--- src/rtl/cvenc_pkg.sv ---
package cvenc_pkg;

    // field and register widths
    localparam int BYTE_W      = 8;
    localparam int KEY_IDX_W   = 7;
    localparam int MAX_KEY_LEN = 8;
    localparam int KEY_POS_W   = 3;
    localparam int KEY_LEN_W   = 4;
    localparam int CFG_IDX_W   = 2;
    localparam int CFG_DATA_W  = MAX_KEY_LEN * KEY_IDX_W;

    // alphabet
    localparam int ALPHA_SIZE = 66;
    localparam int ALPHA_IDX_W = 7;

    // register indexes on the configuration channel
    localparam logic [CFG_IDX_W-1:0] REG_KEY_INDICES = 2'd0;
    localparam logic [CFG_IDX_W-1:0] REG_KEY_LENGTH  = 2'd1;

    // special codes
    localparam logic [BYTE_W-1:0] CODE_NEWLINE  = 8'd10;
    localparam logic [BYTE_W-1:0] CODE_UPPER_YO = 8'hA8;
    localparam logic [BYTE_W-1:0] CODE_LOWER_YO = 8'hB8;

    typedef logic [BYTE_W-1:0]      byte_t;
    typedef logic [KEY_IDX_W-1:0]   key_idx_t;
    typedef logic [ALPHA_IDX_W-1:0] alpha_idx_t;
    typedef logic [MAX_KEY_LEN-1:0][KEY_IDX_W-1:0] key_set_t;

    // letter at each alphabet index, uppercase block then lowercase block
    localparam byte_t ALPHA_TABLE [ALPHA_SIZE] = '{
        8'hC0, 8'hC1, 8'hC2, 8'hC3, 8'hC4, 8'hC5, 8'hA8, 8'hC6, 8'hC7, 8'hC8, 8'hC9,
        8'hCA, 8'hCB, 8'hCC, 8'hCD, 8'hCE, 8'hCF, 8'hD0, 8'hD1, 8'hD2, 8'hD3, 8'hD4,
        8'hD5, 8'hD6, 8'hD7, 8'hD8, 8'hD9, 8'hDA, 8'hDB, 8'hDC, 8'hDD, 8'hDE, 8'hDF,
        8'hE0, 8'hE1, 8'hE2, 8'hE3, 8'hE4, 8'hE5, 8'hB8, 8'hE6, 8'hE7, 8'hE8, 8'hE9,
        8'hEA, 8'hEB, 8'hEC, 8'hED, 8'hEE, 8'hEF, 8'hF0, 8'hF1, 8'hF2, 8'hF3, 8'hF4,
        8'hF5, 8'hF6, 8'hF7, 8'hF8, 8'hF9, 8'hFA, 8'hFB, 8'hFC, 8'hFD, 8'hFE, 8'hFF
    };

    typedef struct packed {
        logic       is_letter;
        alpha_idx_t idx;
    } letter_t;

    // alphabet index of a byte, or not a letter
    function automatic letter_t letter_index(byte_t b);
        letter_t r;
        r.is_letter = 1'b1;
        r.idx       = '0;
        if (b == CODE_UPPER_YO) begin
            r.idx = 7'd6;
        end else if (b == CODE_LOWER_YO) begin
            r.idx = 7'd39;
        end else if (b >= 8'hE6) begin
            r.idx = ALPHA_IDX_W'(b - 8'd190);
        end else if (b >= 8'hE0) begin
            r.idx = ALPHA_IDX_W'(b - 8'd191);
        end else if (b >= 8'hC6) begin
            r.idx = ALPHA_IDX_W'(b - 8'd191);
        end else if (b >= 8'hC0) begin
            r.idx = ALPHA_IDX_W'(b - 8'd192);
        end else begin
            r.is_letter = 1'b0;
        end
        return r;
    endfunction

endpackage

--- src/rtl/cvenc_if.sv ---
// plaintext channel
interface cvenc_in_if;
    logic                    valid;
    logic                    ready;
    logic [cvenc_pkg::BYTE_W-1:0] in_byte;

    modport source (output valid, output in_byte, input ready);
    modport sink   (input valid, input in_byte, output ready);
endinterface

// ciphertext channel
interface cvenc_out_if;
    logic                    valid;
    logic                    ready;
    logic [cvenc_pkg::BYTE_W-1:0] out_byte;

    modport source (output valid, output out_byte, input ready);
    modport sink   (input valid, input out_byte, output ready);
endinterface

// register write channel
interface cvenc_cfg_if;
    logic                             valid;
    logic                             ready;
    logic [cvenc_pkg::CFG_IDX_W-1:0]  index;
    logic [cvenc_pkg::CFG_DATA_W-1:0] data;

    modport source (output valid, output index, output data, input ready);
    modport sink   (input valid, input index, input data, output ready);
endinterface

--- src/rtl/cyrillic_vigenere_encrypt.sv ---
// Cyrillic Vigenere encryptor for a CP1251 byte stream.
// plain  : sink of plaintext bytes (valid/ready, in_byte)
// cipher : source of ciphertext bytes (valid/ready, out_byte), one per input beat
// cfg    : register writes, always ready; index 0 loads eight 7-bit key letters
//          (first letter lowest), index 1 loads the key length (1..8)
// Letters of the 66-letter alphabet are shifted by the current key letter minus one,
// other bytes are copied. Every byte but newline advances the key position.
// Each byte passes the input register, then the result register, before it
// appears on cipher. Throughput: one byte per cycle while cipher is ready,
// set by the two-stage pipeline with the key position updated at acceptance.
// When cipher stalls, the result register holds and the input stage keeps
// taking one more byte; plain.ready drops once both stages are full.
// Reset clears both stages and the key position, loads an all-zero key and a
// key length of one. Write registers only while the pipeline is empty.
module cyrillic_vigenere_encrypt (
    input  logic              clk,
    input  logic              rst_n,
    cvenc_in_if.sink          plain,
    cvenc_out_if.source       cipher,
    cvenc_cfg_if.sink         cfg
);

    cvenc_pkg::key_set_t                    key_set_reg;
    logic [cvenc_pkg::KEY_LEN_W-1:0]        key_len_reg;
    logic [cvenc_pkg::KEY_POS_W-1:0]        key_pos_reg;
    logic [cvenc_pkg::KEY_POS_W-1:0]        key_pos_next;

    logic                                   s0_valid_reg;
    cvenc_pkg::byte_t                       s0_byte_reg;
    cvenc_pkg::alpha_idx_t                  s0_key_reg;

    logic                                   out_valid_reg;
    cvenc_pkg::byte_t                       out_byte_reg;
    cvenc_pkg::byte_t                       out_byte_next;

    logic                                   out_free;
    logic                                   s0_adv;
    logic                                   in_beat;

    cvenc_pkg::key_idx_t                    key_raw;
    cvenc_pkg::alpha_idx_t                  key_red;
    logic [cvenc_pkg::KEY_POS_W:0]          pos_inc;
    logic [cvenc_pkg::KEY_LEN_W-1:0]        eff_len;

    cvenc_pkg::letter_t                     letter;
    logic [cvenc_pkg::ALPHA_IDX_W:0]        sum;
    logic [cvenc_pkg::ALPHA_IDX_W:0]        sum_m1;
    cvenc_pkg::alpha_idx_t                  out_idx;

    // handshakes
    assign out_free    = !out_valid_reg || cipher.ready;
    assign s0_adv      = s0_valid_reg && out_free;
    assign plain.ready = !s0_valid_reg || out_free;
    assign in_beat     = plain.valid && plain.ready;
    assign cfg.ready   = 1'b1;

    assign cipher.valid    = out_valid_reg;
    assign cipher.out_byte = out_byte_reg;

    // key letter at the current position, reduced below the alphabet size
    always_comb
    begin
        key_raw = key_set_reg[key_pos_reg];
        if (key_raw >= cvenc_pkg::KEY_IDX_W'(cvenc_pkg::ALPHA_SIZE)) begin
            key_red = cvenc_pkg::ALPHA_IDX_W'(key_raw
                      - cvenc_pkg::KEY_IDX_W'(cvenc_pkg::ALPHA_SIZE));
        end else begin
            key_red = cvenc_pkg::ALPHA_IDX_W'(key_raw);
        end
    end

    // key position advance, wrapping at the clamped key length
    always_comb
    begin
        eff_len = key_len_reg;
        if (key_len_reg == '0) begin
            eff_len = cvenc_pkg::KEY_LEN_W'(1);
        end else if (key_len_reg > cvenc_pkg::KEY_LEN_W'(cvenc_pkg::MAX_KEY_LEN)) begin
            eff_len = cvenc_pkg::KEY_LEN_W'(cvenc_pkg::MAX_KEY_LEN);
        end
        pos_inc = {1'b0, key_pos_reg} + 1'b1;
        if (cvenc_pkg::KEY_LEN_W'(pos_inc) >= eff_len) begin
            key_pos_next = '0;
        end else begin
            key_pos_next = pos_inc[cvenc_pkg::KEY_POS_W-1:0];
        end
    end

    // shift a letter by the key letter minus one, modulo the alphabet; copy other bytes
    always_comb
    begin
        letter = cvenc_pkg::letter_index(s0_byte_reg);
        sum    = {1'b0, letter.idx} + {1'b0, s0_key_reg};
        sum_m1 = sum - 1'b1;
        if (sum == '0) begin
            out_idx = cvenc_pkg::ALPHA_IDX_W'(cvenc_pkg::ALPHA_SIZE - 1);
        end else if (sum_m1 >= (cvenc_pkg::ALPHA_IDX_W + 1)'(cvenc_pkg::ALPHA_SIZE)) begin
            out_idx = cvenc_pkg::ALPHA_IDX_W'(sum_m1
                      - (cvenc_pkg::ALPHA_IDX_W + 1)'(cvenc_pkg::ALPHA_SIZE));
        end else begin
            out_idx = sum_m1[cvenc_pkg::ALPHA_IDX_W-1:0];
        end
        if (letter.is_letter) begin
            out_byte_next = cvenc_pkg::ALPHA_TABLE[out_idx];
        end else begin
            out_byte_next = s0_byte_reg;
        end
    end

    // configuration registers
    always_ff @(posedge clk or negedge rst_n)
    begin
        if (!rst_n) begin
            key_set_reg <= '0;
            key_len_reg <= cvenc_pkg::KEY_LEN_W'(1);
        end else if (cfg.valid) begin
            unique case (cfg.index)
                cvenc_pkg::REG_KEY_INDICES: key_set_reg <= cfg.data;
                cvenc_pkg::REG_KEY_LENGTH:
                    key_len_reg <= cfg.data[cvenc_pkg::KEY_LEN_W-1:0];
                default: ;
            endcase
        end
    end

    // key position, stepped on every accepted beat but newline
    always_ff @(posedge clk or negedge rst_n)
    begin
        if (!rst_n) begin
            key_pos_reg <= '0;
        end else if (in_beat && plain.in_byte != cvenc_pkg::CODE_NEWLINE) begin
            key_pos_reg <= key_pos_next;
        end
    end

    // input stage control
    always_ff @(posedge clk or negedge rst_n)
    begin
        if (!rst_n) begin
            s0_valid_reg <= 1'b0;
        end else if (plain.ready) begin
            s0_valid_reg <= plain.valid;
        end
    end

    // input stage payload
    always_ff @(posedge clk)
    begin
        if (in_beat) begin
            s0_byte_reg <= plain.in_byte;
            s0_key_reg  <= key_red;
        end
    end

    // result stage control
    always_ff @(posedge clk or negedge rst_n)
    begin
        if (!rst_n) begin
            out_valid_reg <= 1'b0;
        end else if (out_free) begin
            out_valid_reg <= s0_valid_reg;
        end
    end

    // result stage payload
    always_ff @(posedge clk)
    begin
        if (s0_adv) begin
            out_byte_reg <= out_byte_next;
        end
    end

endmodule

--- src/flat_wrapper.sv ---
// flat-port wrapper written by rule: the top's interface ports become plain ports
module cyrillic_vigenere_encrypt_flat 
  (clk, rst_n, plain_valid, plain_in_byte, plain_ready, cipher_valid, cipher_out_byte, cipher_ready, cfg_valid, cfg_index, cfg_data, cfg_ready);
  cvenc_in_if plain_i ();
  cvenc_out_if cipher_i ();
  cvenc_cfg_if cfg_i ();
  input  logic clk;
  input  logic rst_n;
  input wire logic [$bits(plain_i.valid)-1:0] plain_valid;
  input wire logic [$bits(plain_i.in_byte)-1:0] plain_in_byte;
  output wire logic [$bits(plain_i.ready)-1:0] plain_ready;
  output wire logic [$bits(cipher_i.valid)-1:0] cipher_valid;
  output wire logic [$bits(cipher_i.out_byte)-1:0] cipher_out_byte;
  input wire logic [$bits(cipher_i.ready)-1:0] cipher_ready;
  input wire logic [$bits(cfg_i.valid)-1:0] cfg_valid;
  input wire logic [$bits(cfg_i.index)-1:0] cfg_index;
  input wire logic [$bits(cfg_i.data)-1:0] cfg_data;
  output wire logic [$bits(cfg_i.ready)-1:0] cfg_ready;
  assign plain_i.valid = plain_valid;
  assign plain_i.in_byte = plain_in_byte;
  assign plain_ready = plain_i.ready;
  assign cipher_valid = cipher_i.valid;
  assign cipher_out_byte = cipher_i.out_byte;
  assign cipher_i.ready = cipher_ready;
  assign cfg_i.valid = cfg_valid;
  assign cfg_i.index = cfg_index;
  assign cfg_i.data = cfg_data;
  assign cfg_ready = cfg_i.ready;
  cyrillic_vigenere_encrypt u_core (.clk(clk), .rst_n(rst_n), .plain(plain_i), .cipher(cipher_i), .cfg(cfg_i));
endmodule
--- config.mk ---
export PLATFORM = sky130hd
export DESIGN_NAME = cyrillic_vigenere_encrypt_flat
export DESIGN_NICKNAME = d
export VERILOG_FILES = /design/src/rtl/cvenc_pkg.sv /design/src/rtl/cvenc_if.sv /design/src/rtl/cyrillic_vigenere_encrypt.sv /design/src/flat_wrapper.sv
export SDC_FILE = /design/constraint.sdc
export NUM_CORES = 1
export LEC_CHECK = 0
export CORE_UTILIZATION = 67
export DETAILED_ROUTE_END_ITERATION = 16
export DONT_BUFFER_PORTS = 1
export GPL_TIMING_DRIVEN = 0
export PLACE_DENSITY = 0.81
export SLEW_MARGIN = 15
export SYNTH_ARGS = -nofsm -noshare
export SYNTH_HDL_FRONTEND = slang
export SYNTH_SLANG_ARGS = --single-unit
export TNS_END_PERCENT = 30
--- constraint.sdc ---
create_clock -name clk -period 13.8 [get_ports clk]
set_input_delay 2.07 -clock clk [delete_from_list [all_inputs] [get_ports clk]]
set_output_delay 2.07 -clock clk [all_outputs]
set_load 0.02 [all_outputs]
==> results.toml <==
[die]
core_region_area_sq_mm = 0.008299
die_area_sq_mm = 0.009011
io-pin-count = 82
chipWidth_um = 94.93
rows = 33
die_h_um = 94.93
initial_core_util = 0.6971

[clock_tree]
post_cts_buffers = 0
clockBufferDepth = 2
cts_sinks = 88
clk_latency_ns = 0.36
cts-hold-fix-buffers = 0
cts_tree = "yes"
clkTransAtPathRegs_ns = 0.09
numCtsBuffers = 9
cts-resized-gates = 0
clock-root-buffer = "clkbuf_8"
htreeDepth = 3

[worst_setup_path]
slowest_stage = "edfxtp_1"
r2r-end = "u_core.cipher.out_byte[2]$_DFFE_PP_"
critPathKind = "register to register"
worstPathArrival_ns = 6.28
endpoint_kind = "register"
critPathTopFamily = "simple AND/OR/NAND/NOR gates"
rrSetupSlack_ns = 7.71
crit_start = "u_core.s0_byte_reg[2]$_DFFE_PP_"
cp-start-kind = "register"
path_cells = "ha_1 -> inv_1 -> o21ai_0 -> clkbuf_1 -> xnor2_1 -> o21ai_0 -> nand2_1 -> o21ai_0 -> ha_1 -> inv_1 -> fa_1 -> xnor2_1 -> xnor2_2 -> nand2_1 -> nor3_1 -> o21ai_1 -> a21oi_1 -> xnor2_1 -> nor2_1 -> inv_1 -> ha_1 -> and3_1 -> or4_1 -> o22ai_1"
critPathMaxFanout = 10
r2r_start = "u_core.s0_byte_reg[2]$_DFFE_PP_"
crit_buf_inv = 4
reg2regPathDepth = 24
crit_path_max_incr_delay_ns = 0.48
worst_ep_required_time_ns = 13.99

[cells_and_area]
mostFrequentLayoutCell = "dfrtp_1"
final_nets = 616
largest_reg_flops = 56
area_delta_synth_final_pct = 6.228
stdcell_count = 624
fillers = 549
multi_input_area_sq_mm = 0.003294
layout.cells.most_common_list = "64 x dfrtp_1, 62 x mux2_2, 30 x ha_1, 27 x nand2_1, 25 x nor2_1"
antenna-diode-count = 0
seqCellArea_sq_mm = 0.002318
drive_above_1_share = 0.2582

[power_and_ir_drop]
combPwrFrac = 0.593
p_sw_uw = 608.1
p_sw_frac = 0.4355
vdd_drop_max_mv = 0.1054
leakage_uw = 0.002512
p_int_uw = 788.4
p_clk_frac = 0.141
seqPwrFrac = 0.265
powerDensity_mw_per_mm2 = 227.2

[routing]
via_per_inst = 6.598
wl_per_cell_um = 19.71
drt-total-wl_um = 12300
drc = 0
vias = 4117
highest_layer = "met4"
dr.pass1.iters = 5
wl_met3_um = 708
drtIter0Drc = 182
wl_met2_um = 6291
met1Wirelength_um = 4898
antenna_left = 0

[synthesis]
netlist_area_sq_mm = 0.005786
syn_nets = 605
yosysWarnings = 0
ys.flop_type = "dfrtp_1"
synth_edf_count = 23
ys_seq_area_frac = 0.4007
synth_async_sr_flop_share = 0.7386
avgSynthCellArea_sq_um = 11.50
synth_cells = 503
synth.area.top_cells = "dfrtp_1 28%, mux2_2 12%, edfxtp_1 12%"
synth.largest_area_cell = "dfrtp_1"
synth_seq_cells = 88
synth_top_area_frac = 0.2768
ys_types = 92

[min_path]
min_path_cells = 1
worstHoldStart = "u_core.s0_valid_reg$_DFFE_PN0N_"
min_path_type = "register to register"
hold_path_end = "u_core.cipher.valid$_DFFE_PN0P_"

[sta]
fmax_ghz = 0.1642
fin_tns_setup_ns = 0
hold_viol = 0
rsz0062_at_grt = "false"
fin_crit_ns = 6.091
skew_ns = 0.01387
fin_crit_sh = 0.4414
worst_pin_slew_ns = 0.7127
relSlewSlack = 0.5249
drv_slew = 0
setup_violations = 0

[global_route]
grt_usage = 0.2904
globalRoute.totalOverflow = 0
antenna_found_initial = 0
grt_pass1_wl_um = 19840
grt_max_degree = 66
grt_pass1_vias = 4256

[place]
port_buffers = 0
hpwl_um = 9337
place_congestion = 0.8851
place_inst = 608

[run_status]
status = "finished clean"

[flow_run]
max_cap_viol_count = 0
cells in the mapped netlist (4+ instances only):
master,n
edfxtp_1,23
nor3_1,6
nand2b_1,9
a21oi_1,20
ha_1,30
and3_1,7
and2_1,4
o21ai_0,18
o211a_1,4
nand3_1,12
a31oi_1,8
xnor2_1,8
mux2_2,62
o211ai_1,5
nand2_1,27
inv_1,17
nor2_1,25
a211oi_1,7
o21a_1,4
clkbuf_1,13
xor2_1,8
and4_1,4
dfrtp_1,64
mux2i_1,9
mux4_2,14
nand4_1,4
power groups by stage:
stage / Combinational (uW) / Clock, uW / Sequential, uW
after floorplan: 660 / 0 / 364
after global placement: 790 / 0 / 371
after detailed placement: 810 / 0 / 375
after CTS: 816 / 201 / 370
after global routing: 905 / 211 / 376
final: 829 / 197 / 371
per-layer routing:
metal  global-route usage  vias to the layer above
li1                     -                     1918
met1               0.3271                     2022
met2               0.5060                      145
met3              0.07085                       32
met4               0.1553                        0
met5                    0                        -
logic make-up (layout without fill, tap and decap cells):
kind of cell             Yosys count  count (layout)  synth area share
AO/OA/AOI/OAI                    104             104            0.1343
XOR/XNOR                          21              21           0.04196
adder cells (fa/ha/maj)           31              31           0.06834
buffers and inverters             39              55           0.02984
flip-flops                        88              88            0.4007
multiplexers                      86              86            0.1927
other                              1               1         0.0006482
AND/OR/NAND/NOR                  133             133            0.1315
worst reg2reg max path: cells and delay by family (launching register included):
| kind | cells | cell delay (ns) |
|---|---|---|
| fa+ha+maj | 4 | 1.23 |
| xor+xnor | 4 | 0.94 |
| flops | 1 | 0.48 |
| buf+inv | 4 | 0.69 |
| compound gates | 6 | 1.16 |
| simple gates | 6 | 1.43 |
metrics by stage:
step	hold WS, ns	util	area (sq um)	power, uW	setup WS, ns
CTS	0.4967	0.7405	6146	1387	7.809
global placement	0.4602	0.7130	5917	1161	8.052
floorplan	0.4490	-	5786	1024	8.712
finish	0.4963	0.7405	6146	1396	7.709
detailed placement	0.4746	0.7130	5917	1185	7.851
global route	0.5238	0.7405	6146	1493	7.237
final cells by class:
cell class,instances,area share
Clock inverter,6,0.01303
Sequential cell,88,0.3772
Clock buffer,10,0.02423
Inverter,18,0.01099
Tap cell,105,0.02138
Buffer,21,0.01710
Multi-Input combinational cell,376,0.5360
worst max-delay path by stage:
stage / end / cells after the start
floorplan: u_core.cipher.out_byte[2]$_DFFE_PP_ / 23
global placement: u_core.cipher.out_byte[2]$_DFFE_PP_ / 24
detailed placement: u_core.cipher.out_byte[2]$_DFFE_PP_ / 24
CTS: u_core.cipher.out_byte[2]$_DFFE_PP_ / 24
global route: u_core.cipher.out_byte[2]$_DFFE_PP_ / 24
finish: u_core.cipher.out_byte[2]$_DFFE_PP_ / 24
(Power assumes the default switching activity.)
